===== config.mk =====
export PLATFORM = sky130hd
export DESIGN_NAME = length_framed_packet_parser
export DESIGN_NICKNAME = d
export VERILOG_FILES = /design/src/hdl/lfpp_pkg.sv /design/src/hdl/lfpp_in_stage.sv /design/src/hdl/lfpp_parse.sv /design/src/hdl/lfpp_out_stage.sv /design/src/hdl/length_framed_packet_parser.sv
export SDC_FILE = /design/constraint.sdc
export NUM_CORES = 1
export LEC_CHECK = 0
export ABC_AREA = 1
export ABC_CLOCK_PERIOD_IN_PS = 6800
export BUFFER_PORTS_ARGS = -buffer_cell sky130_fd_sc_hd__buf_2
export CORE_MARGIN = 8
export CORE_UTILIZATION = 60
export DETAILED_ROUTE_END_ITERATION = 8
export GPL_TIMING_DRIVEN = 0
export PLACE_DENSITY_LB_ADDON = 0.08
export SLEW_MARGIN = 25
export SYNTH_ARGS = -nofsm -noshare
export SYNTH_HDL_FRONTEND = slang
export SYNTH_HIERARCHICAL = 1
export SYNTH_SLANG_ARGS = --single-unit

===== constraint.sdc =====
create_clock -name i_clk -period 6.8 [get_ports i_clk]
set_input_delay 2.04 -clock i_clk [delete_from_list [all_inputs] [get_ports i_clk]]
set_output_delay 2.04 -clock i_clk [all_outputs]
set_load 0.005 [all_outputs]

===== src/hdl/lfpp_pkg.sv =====
// Shared types for the length-framed packet parser.
package lfpp_pkg;

    localparam int unsigned BYTE_W  = 8;
    localparam int unsigned COUNT_W = 2;

    // Parser phase: unused codes fall back to waiting for a start byte
    typedef enum logic [2:0] {
        PH_WAIT = 3'd0,
        PH_LEN  = 3'd1,
        PH_CMD  = 3'd2,
        PH_DATA = 3'd3,
        PH_CSUM = 3'd4
    } t_phase;

    typedef enum logic [1:0] {
        ST_OK       = 2'd0,
        ST_LEN_ERR  = 2'd1,
        ST_CSUM_ERR = 2'd2
    } t_status;

    typedef struct packed {
        t_status              status;
        logic [BYTE_W-1:0]    command;
        logic [BYTE_W-1:0]    data_high;
        logic [BYTE_W-1:0]    data_low;
        logic [COUNT_W-1:0]   data_count;
    } t_result;

endpackage


===== src/hdl/lfpp_in_stage.sv =====
// Input word register with valid flag.
module lfpp_in_stage (
    input  logic                        i_clk,
    input  logic                        i_rst_n,
    input  logic                        i_load,
    input  logic                        i_advance,
    input  logic [lfpp_pkg::BYTE_W-1:0] i_byte,
    output logic                        o_valid,
    output logic [lfpp_pkg::BYTE_W-1:0] o_byte
);

    logic                        r_valid;
    logic [lfpp_pkg::BYTE_W-1:0] r_byte;

    always_ff @(posedge i_clk) begin
        if (!i_rst_n) begin
            r_valid <= 1'b0;
        end else if (i_load) begin
            r_valid <= 1'b1;
        end else if (i_advance) begin
            r_valid <= 1'b0;
        end
    end

    always_ff @(posedge i_clk) begin
        if (i_load) begin
            r_byte <= i_byte;
        end
    end

    assign o_valid = r_valid;
    assign o_byte  = r_byte;

endmodule


===== src/hdl/lfpp_parse.sv =====
// Frame state machine: start byte, length, command, data, checksum.
module lfpp_parse (
    input  logic                        i_clk,
    input  logic                        i_rst_n,
    input  logic                        i_cfg_we,
    input  logic [lfpp_pkg::BYTE_W-1:0] i_cfg_data,
    input  logic                        i_in_valid,
    input  logic                        i_advance,
    input  logic [lfpp_pkg::BYTE_W-1:0] i_byte,
    output logic                        o_res_hit,
    output lfpp_pkg::t_result           o_res
);

    logic [lfpp_pkg::BYTE_W-1:0]  r_start_byte;
    lfpp_pkg::t_phase             r_phase,     n_phase;
    logic [lfpp_pkg::BYTE_W-1:0]  r_remaining, n_remaining;
    logic [lfpp_pkg::BYTE_W-1:0]  r_sum,       n_sum;
    logic [lfpp_pkg::BYTE_W-1:0]  r_command,   n_command;
    logic [lfpp_pkg::BYTE_W-1:0]  r_data_high, n_data_high;
    logic [lfpp_pkg::BYTE_W-1:0]  r_data_low,  n_data_low;
    logic [lfpp_pkg::COUNT_W-1:0] r_data_seen, n_data_seen;

    logic                         hit;
    lfpp_pkg::t_result            res;

    always_ff @(posedge i_clk) begin
        if (!i_rst_n) begin
            r_start_byte <= '0;
        end else if (i_cfg_we) begin
            r_start_byte <= i_cfg_data;
        end
    end

    always_ff @(posedge i_clk) begin
        if (!i_rst_n) begin
            r_phase     <= lfpp_pkg::PH_WAIT;
            r_remaining <= '0;
            r_sum       <= '0;
            r_command   <= '0;
            r_data_high <= '0;
            r_data_low  <= '0;
            r_data_seen <= '0;
        end else if (i_advance) begin
            r_phase     <= n_phase;
            r_remaining <= n_remaining;
            r_sum       <= n_sum;
            r_command   <= n_command;
            r_data_high <= n_data_high;
            r_data_low  <= n_data_low;
            r_data_seen <= n_data_seen;
        end
    end

    always_comb begin
        n_phase        = r_phase;
        n_remaining    = r_remaining;
        n_sum          = r_sum;
        n_command      = r_command;
        n_data_high    = r_data_high;
        n_data_low     = r_data_low;
        n_data_seen    = r_data_seen;
        hit            = 1'b0;
        res.status     = lfpp_pkg::ST_OK;
        res.command    = r_command;
        res.data_high  = r_data_high;
        res.data_low   = r_data_low;
        res.data_count = r_data_seen;

        case (r_phase)
            lfpp_pkg::PH_LEN: begin
                n_remaining = i_byte;
                n_sum       = r_sum + i_byte;
                n_phase     = lfpp_pkg::PH_CMD;
            end
            lfpp_pkg::PH_CMD: begin
                n_command   = i_byte;
                n_sum       = r_sum + i_byte;
                n_remaining = r_remaining - 8'd1;
                n_phase     = lfpp_pkg::PH_DATA;
            end
            lfpp_pkg::PH_DATA: begin
                if (r_remaining == 8'd2) begin
                    n_data_high = i_byte;
                    n_sum       = r_sum + i_byte;
                    n_remaining = 8'd1;
                    n_data_seen = r_data_seen + 2'd1;
                end else if (r_remaining == 8'd1) begin
                    n_data_low  = i_byte;
                    n_sum       = r_sum + i_byte;
                    n_remaining = '0;
                    n_data_seen = r_data_seen + 2'd1;
                    n_phase     = lfpp_pkg::PH_CSUM;
                end else if (r_remaining != 8'd0) begin
                    // bad length: drop this byte, report with data cleared
                    hit            = 1'b1;
                    res.status     = lfpp_pkg::ST_LEN_ERR;
                    res.data_high  = '0;
                    res.data_low   = '0;
                    res.data_count = '0;
                    n_data_high    = '0;
                    n_data_low     = '0;
                    n_data_seen    = '0;
                    n_phase        = lfpp_pkg::PH_WAIT;
                    n_remaining    = '0;
                    n_sum          = '0;
                end else begin
                    // command only: this byte is the checksum
                    hit         = 1'b1;
                    res.status  = (i_byte == r_sum) ? lfpp_pkg::ST_OK
                                                    : lfpp_pkg::ST_CSUM_ERR;
                    n_phase     = lfpp_pkg::PH_WAIT;
                    n_remaining = '0;
                    n_sum       = '0;
                end
            end
            lfpp_pkg::PH_CSUM: begin
                hit         = 1'b1;
                res.status  = (i_byte == r_sum) ? lfpp_pkg::ST_OK
                                                : lfpp_pkg::ST_CSUM_ERR;
                n_phase     = lfpp_pkg::PH_WAIT;
                n_remaining = '0;
                n_sum       = '0;
            end
            default: begin
                n_phase = lfpp_pkg::PH_WAIT;
                if (i_byte == r_start_byte) begin
                    n_phase     = lfpp_pkg::PH_LEN;
                    n_remaining = '0;
                    n_sum       = '0;
                    n_command   = '0;
                    n_data_high = '0;
                    n_data_low  = '0;
                    n_data_seen = '0;
                end
            end
        endcase
    end

    assign o_res_hit = i_in_valid & hit;
    assign o_res     = res;

endmodule


===== src/hdl/lfpp_out_stage.sv =====
// Result register with valid flag toward the receiver.
module lfpp_out_stage (
    input  logic              i_clk,
    input  logic              i_rst_n,
    input  logic              i_load,
    input  lfpp_pkg::t_result i_res,
    input  logic              i_ready,
    output logic              o_valid,
    output logic              o_free,
    output lfpp_pkg::t_result o_res
);

    logic              r_valid;
    lfpp_pkg::t_result r_res;

    always_ff @(posedge i_clk) begin
        if (!i_rst_n) begin
            r_valid <= 1'b0;
        end else if (i_load) begin
            r_valid <= 1'b1;
        end else if (i_ready) begin
            r_valid <= 1'b0;
        end
    end

    always_ff @(posedge i_clk) begin
        if (i_load) begin
            r_res <= i_res;
        end
    end

    assign o_free  = ~r_valid | i_ready;
    assign o_valid = r_valid;
    assign o_res   = r_res;

endmodule


===== src/hdl/length_framed_packet_parser.sv =====
// Top level of the length-framed packet parser.
//
// Input channel: one received word (i_rx_byte) per i_rx_valid/o_rx_ready
// handshake. Frames are start byte, length (1..3), command, up to two data
// words, then a checksum equal to the 8-bit wrapping sum of length, command
// and data. Words seen while hunting for the start byte are dropped.
// Output channel: one result per finished frame, good or bad, on
// o_res_valid/i_res_ready with status, command, data and data count.
// Config: i_cfg_we writes the start byte value at once; write only while
// idle.
// Flow: a word accepted into the input stage has its result (if any) loaded
// into the output stage as the word advances. Throughput: one word per cycle
// if not stalled, set by the single registered pass through the parser FSM.
// Stall: a held result blocks only words that would make a new result;
// other words keep flowing. Reset (i_rst_n low, synchronous) empties both
// stages, returns to start-byte hunt and sets the start byte to zero.
module length_framed_packet_parser (
    input  logic                        i_clk,
    input  logic                        i_rst_n,
    input  logic                        i_cfg_we,
    input  logic [lfpp_pkg::BYTE_W-1:0] i_cfg_data,
    input  logic                        i_rx_valid,
    output logic                        o_rx_ready,
    input  logic [lfpp_pkg::BYTE_W-1:0] i_rx_byte,
    output logic                        o_res_valid,
    input  logic                        i_res_ready,
    output logic [1:0]                  o_status,
    output logic [lfpp_pkg::BYTE_W-1:0] o_command,
    output logic [lfpp_pkg::BYTE_W-1:0] o_data_high,
    output logic [lfpp_pkg::BYTE_W-1:0] o_data_low,
    output logic [lfpp_pkg::COUNT_W-1:0] o_data_count
);

    logic                        in_valid;
    logic [lfpp_pkg::BYTE_W-1:0] in_byte;
    logic                        res_hit;
    lfpp_pkg::t_result           res;
    logic                        out_free;
    logic                        advance;
    lfpp_pkg::t_result           out_res;

    // held word moves on unless it makes a result and the output is full
    assign advance    = in_valid & (~res_hit | out_free);
    assign o_rx_ready = ~in_valid | advance;

    lfpp_in_stage u_in (
        .i_clk     (i_clk),
        .i_rst_n   (i_rst_n),
        .i_load    (i_rx_valid & o_rx_ready),
        .i_advance (advance),
        .i_byte    (i_rx_byte),
        .o_valid   (in_valid),
        .o_byte    (in_byte)
    );

    lfpp_parse u_parse (
        .i_clk      (i_clk),
        .i_rst_n    (i_rst_n),
        .i_cfg_we   (i_cfg_we),
        .i_cfg_data (i_cfg_data),
        .i_in_valid (in_valid),
        .i_advance  (advance),
        .i_byte     (in_byte),
        .o_res_hit  (res_hit),
        .o_res      (res)
    );

    lfpp_out_stage u_out (
        .i_clk   (i_clk),
        .i_rst_n (i_rst_n),
        .i_load  (advance & res_hit),
        .i_res   (res),
        .i_ready (i_res_ready),
        .o_valid (o_res_valid),
        .o_free  (out_free),
        .o_res   (out_res)
    );

    assign o_status     = out_res.status;
    assign o_command    = out_res.command;
    assign o_data_high  = out_res.data_high;
    assign o_data_low   = out_res.data_low;
    assign o_data_count = out_res.data_count;

endmodule


### Yosys cells after proc, flatten, opt, wreduce, memory -nomap -nowiden

Cells that the tools add are included.

| cells by class | value |
|---|---|
| add/subtract/negate cells | 3 |
| equal/unequal tests | 13 |
| mux-type cells | 39 |
| bitwise gates (word level) | 12 |
| reductions and logical operators | 17 |

Operator list:

| cell | count |
|---|---|
| two-way mux 18 bit | 4 |
| two-way mux 8 bit | 8 |
| case mux 8 bit (2 select lines) | 3 |
| case mux 8 bit (4 select lines) | 1 |
| case mux 8 bit (3 select lines) | 1 |
| equality test 8 bit | 2 |
| two-way mux 2 bit | 8 |
| case mux 3 bit (4 select lines) | 1 |
| AND reduction 5 bit | 2 |
| adder 8 bit | 1 |
| equality test 8 x 1 -> 1 bit, second input constant | 1 |
| equality test 8 x 2 -> 1 bit, second input constant | 1 |
| two-way mux 1 bit | 8 |
| case mux 2 bit (2 select lines) | 2 |
| nonzero test 2 bit | 4 |
| nonzero test 8 bit | 1 |
| subtractor 8 x 1 -> 8 bit, second input constant | 1 |
| equality test 3 x 2 -> 1 bit, second input constant | 2 |
| two-way mux 3 bit | 2 |
| inequality test 3 x 1 -> 1 bit, second input constant | 2 |
| AND reduction 2 bit | 3 |
| OR reduction 3 bit | 2 |
| NOT 1 bit | 5 |
| nonzero test 5 bit | 1 |
| 13 further kinds | 18 |

| storage, ports and cells | value |
|---|---|
| flip-flop bits (word level) | 91 |
| input port bits | 21 |
| output and inout port bits | 30 |

### Logic depth before layout (Yosys ltp)

| logic depth | value |
|---|---|
| depth after elaboration | 11 |
| gate-level depth with buffers | 15 |
| depth with buffers taken out | 14 |

### Modules after synthesis

Netlist, hierarchy kept.

By module, submodules not included:

| module | instances | cells each | area each (µm²) | seq. area each (µm²) |
|---|---|---|---|---|
| lfpp_parse | 1 | 508 | 3,246.9 | 1,061.0 |
| lfpp_out_stage | 1 | 34 | 887.1 | 860.8 |
| lfpp_in_stage | 1 | 14 | 284.0 | 260.2 |
| length_framed_packet_parser | 1 | 7 | 32.5 | 0.0 |

### Worst setup path before layout

No wires, ideal clock.

| timing | value |
|---|---|
| path kind | input-to-output |
| start | input i_res_ready |
| end | output o_rx_ready |
| data arrival time | 2.285 ns |
| data required time | 4.760 ns |
| slack | 2.475 ns |
| cell stages on the path | 4 |
| buffers on the path | 0 |
| cell sequence | inv_1 nand2_2 inv_1 nand3_1 |

| between the ends | value |
|---|---|
| word-level cells in the longest chain between the ends | 4 |

Ends and longest elaborated chain:

| what | line | text |
|---|---|---|
| from (decl) | length_framed_packet_parser.sv:26 | `input logic i_res_ready,` |
| bitwise OR 1 bit | lfpp_out_stage.sv:32 | `assign o_free = ~r_valid \| i_ready;` |
| via out_free | length_framed_packet_parser.sv:38 | `logic out_free;` |
| bitwise OR 1 bit | length_framed_packet_parser.sv:43 | `assign advance = in_valid & (~res_hit \| out_free);` |
| bitwise AND 1 bit | length_framed_packet_parser.sv:43 |  |
| bitwise OR 1 bit | length_framed_packet_parser.sv:44 | `assign o_rx_ready = ~in_valid \| advance;` |
| to (decl) | length_framed_packet_parser.sv:23 | `output logic o_rx_ready,` |

The timed path passes the listed nets, and every way through them passes these cells.

### Worst setup path in the final report

Ends and elaborated chain as after synthesis.

==> impl_metrics.tcl <==
set metrics [dict create \
    p_sw_w 0.000269 \
    grt_start_max_net_pins 30 \
    cp_cell_sequence "buf_2 > inv_1 > nand2_2 > inv_1 > nand3_1 > buf_2" \
    maximum_achievable_frequency_ghz 0.217 \
    globalRouteMet1Util_pct 24.2 \
    number_of_input_and_output_port_buffers_inserted 50 \
    worst_setup_path_end_kind "output port" \
    holdBufCountCts 0 \
    grt_util_met3_pct 3.07 \
    worst-setup-path-type "input pin to output port" \
    placed_cell_count 712 \
    initial_util_pct 61.7 \
    timing.final.hold_violations 0 \
    slowest_cell_on_the_critical_path "buf_2" \
    fin_hold_ws_ns 0.442 \
    final.setup_skew_ns 0.0120 \
    std_cell_rows 31 \
    cts_tree "built" \
    yosysWarnings 6 \
    crit_cells 6 \
    htreeDepth 3 \
    crit_path_max_incr_delay_ns 0.16 \
    clock_tree.buffer_depth 2 \
    vias 3710 \
    grt_first_pass_wirelength_um 16600 \
    start_kind "input pin" \
    total_track_usage_pct 20.4 \
    p_total_w 0.00106 \
    cts_made_buffers 9 \
    die_height_um 102 \
    drc_errors 0 \
    synth.net_count 596 \
    timing.slew.headroom_pct 61.1 \
    clock_sink_count 91 \
    finalSetupViolCount 0 \
    final_nets 657 \
    vias_per_cell 5.10 \
    share_seq_of_total_power_pct 55.5 \
    synth-seq-area-share_pct 49.0 \
    power.static_leakage_nw 2.41 \
    timing.final.crit_share_pct 67.9 \
    vdd_drop_max_mv 0.150 \
    core_area_sq_um 7210 \
    synth.avg_cell_area_sq_um 7.91 \
    antenna_found_initial 0 \
    cts_root_buffer "clkbuf_8" \
    critical-path-top-delay-family "buffers and inverters" \
    pin_slew_with_the_least_headroom_to_its_limit_ns 0.583 \
    switching_share_pct 25.4 \
    fin_crit_ns 4.62 \
    rsz0062_at_grt "false" \
    area_enclosed_by_the_die_boundary_sq_um 10400 \
    worst_ep_arrival_time_ns 2.58 \
    power_per_cell_area_nw_per_um2 211 \
    first_global_vias 3458 \
    post-dp-hpwl_um 7310 \
    final_core_util_pct 69.7 \
    met2_usage_pct 36.0 \
    drt_first_pass_iters 5 \
    detail_routed_net_length_per_standard_cell_um 13.9 \
    grt.busiest_layer "met2" \
    dieWidth_um 102 \
    ioPinCount 51 \
    p_comb_share_pct 9.1 \
    post_cts_sizing 0 \
    min_path_cells 0 \
    netlist_area_before_placement_sq_um 4450 \
    post_synthesis_cells 563 \
    totalNegativeSetupSlack_ns 0 \
    area_delta_synth_final_pct 12.9 \
    holdCritPathClass "flip-flop to flip-flop" \
    status "finished clean" \
    clk_lat_worst_skew_ns 0.35 \
    fill_cells 599 \
    place_congestion 0.901 \
    ratio_of_cells_with_drive_above_1_in_the_final_layout_pct 16.1 \
    final_cells 728 \
    reg2regPathDepth 14 \
    postRouteWirelength_um 10100 \
    drt-initial-drc-count 239 \
    gr-total-overflow 0 \
    synthDistinctLibCells 36 \
    internal_power_w 0.000789 \
    finalMaxSlewViolations 0 \
    clk_pin_slew_worst_paths_ns 0.09 \
    postCtsSetupBuffers 0 \
    worst-endpoint-required_ns 4.76 \
    register_bit_total_from_synthesis 91 \
    max_cap_violation_count 0 \
    antenna_cells 0 \
    residual_antenna_violating_net_count_after_detailed_routing 0 \
    worstPathMaxFanout 3 \
    power.share.clock_pct 35.4 \
    worstPathBufferInverterCount 4 \
]
## kinds of logic after synthesis
logic type	synth area share, %
AO/OA/AOI/OAI	8.52
XOR/XNOR	2.56
adder cells (fa/ha/maj)	3.54
buffers and inverters	10.3
flip-flops	49.0
AND/OR/NAND/NOR	26.1
## cells in the mapped netlist (all sizes together)
| cell | n | area share [%] |
|---|---|---|
| nor3 | 4 | 0.96 |
| o22ai | 6 | 0.84 |
| nand3 | 16 | 2.2 |
| clkbuf | 6 | 0.51 |
| a21oi | 38 | 4.4 |
| dfxtp | 55 | 25 |
| nand3b | 2 | 0.42 |
| o21ai | 23 | 2.6 |
| inv | 105 | 8.9 |
| nand2 | 138 | 12 |
| edfxtp | 36 | 24 |
| buf | 5 | 0.90 |
| fa | 1 | 0.45 |
| xor2 | 7 | 1.4 |
| a21boi | 2 | 0.34 |
| nor4 | 2 | 0.28 |
| nor3b | 1 | 0.17 |
| xnor2 | 6 | 1.2 |
| nor2 | 83 | 7.6 |
| ha | 11 | 3.1 |
| nand4 | 14 | 2.0 |
| o211ai | 1 | 0.17 |
| a31oi | 1 | 0.14 |
## worst paths after layout
check                                             end                    from  slack [ns]
worst min register to register        u_out/o_res[23]    u_parse/r_command[5]        0.44
worst max register to register  u_parse/r_data_low[0]  u_parse/r_remaining[1]        3.66
worst max-delay path                       o_rx_ready             i_res_ready        2.18
worst min-delay path                  u_out/o_res[23]    u_parse/r_command[5]        0.44
## layer usage
metal | routed length, um | share of wire [%]
met5 | 0 | 0
met4 | 149 | 1.5
met3 | 452 | 4.5
met2 | 5160 | 51
met1 | 4340 | 43
## state kept, by name (all words and copies together), names as in the netlist
signal / count
u_parse/r_data_seen: 2
u_parse/r_data_low: 8
u_parse/r_sum: 8
u_out/o_valid: 1
u_parse/r_data_high: 8
u_out/o_res: 28
u_parse/r_remaining: 8
u_parse/r_start_byte: 8
u_parse/r_phase: 3
u_in/o_valid: 1
u_parse/r_command: 8
u_in/o_byte: 8
## stage by stage
| step | area [sq um] | setup WS, ns |
|---|---|---|
| floorplan | 4450 | 2.47 |
| global placement | 4820 | 2.18 |
| detailed placement | 4820 | 2.17 |
| CTS | 5030 | 2.17 |
| global route | 5030 | 2.11 |
| finish | 5030 | 2.18 |
## power by group through the flow
stage	Sequential [W]	Combinational [W]	Clock [W]
after floorplan	0.000596	0.0000662	0
after global placement	0.000599	0.0000921	0
after detailed placement	0.000600	0.0000939	0
after CTS	0.000587	0.0000942	0.000379
after global routing	0.000589	0.000106	0.000403
final	0.000587	0.0000958	0.000375
## area by class of cell
cell class | count | area [sq um] | area share (%)
Clock inverter | 5 | 60.1 | 1.19
Sequential cell | 91 | 2180 | 43.4
Buffer | 11 | 62.6 | 1.24
Multi-Input combinational cell | 356 | 1810 | 36.0
Inverter | 105 | 394 | 7.84
Timing Repair Buffer | 50 | 250 | 4.98
Tap cell | 99 | 124 | 2.46
Clock buffer | 11 | 141 | 2.81
## layout by cell type, fill, tap and decap left out, drive strengths merged
master / n
o22ai: 6
o21ai: 23
nand3: 16
nor3: 4
o211ai: 1
a31oi: 1
fa: 1
nor4: 2
nor2: 83
xor2: 7
ha: 11
nand3b: 2
nor3b: 1
clkbuf: 17
inv: 107
clkinv: 1
edfxtp: 36
nand2: 138
dfxtp: 55
a21boi: 2
clkinvlp: 1
xnor2: 6
buf: 55
bufinv: 1
a21oi: 38
nand4: 14
(Power assumes the default switching activity.)
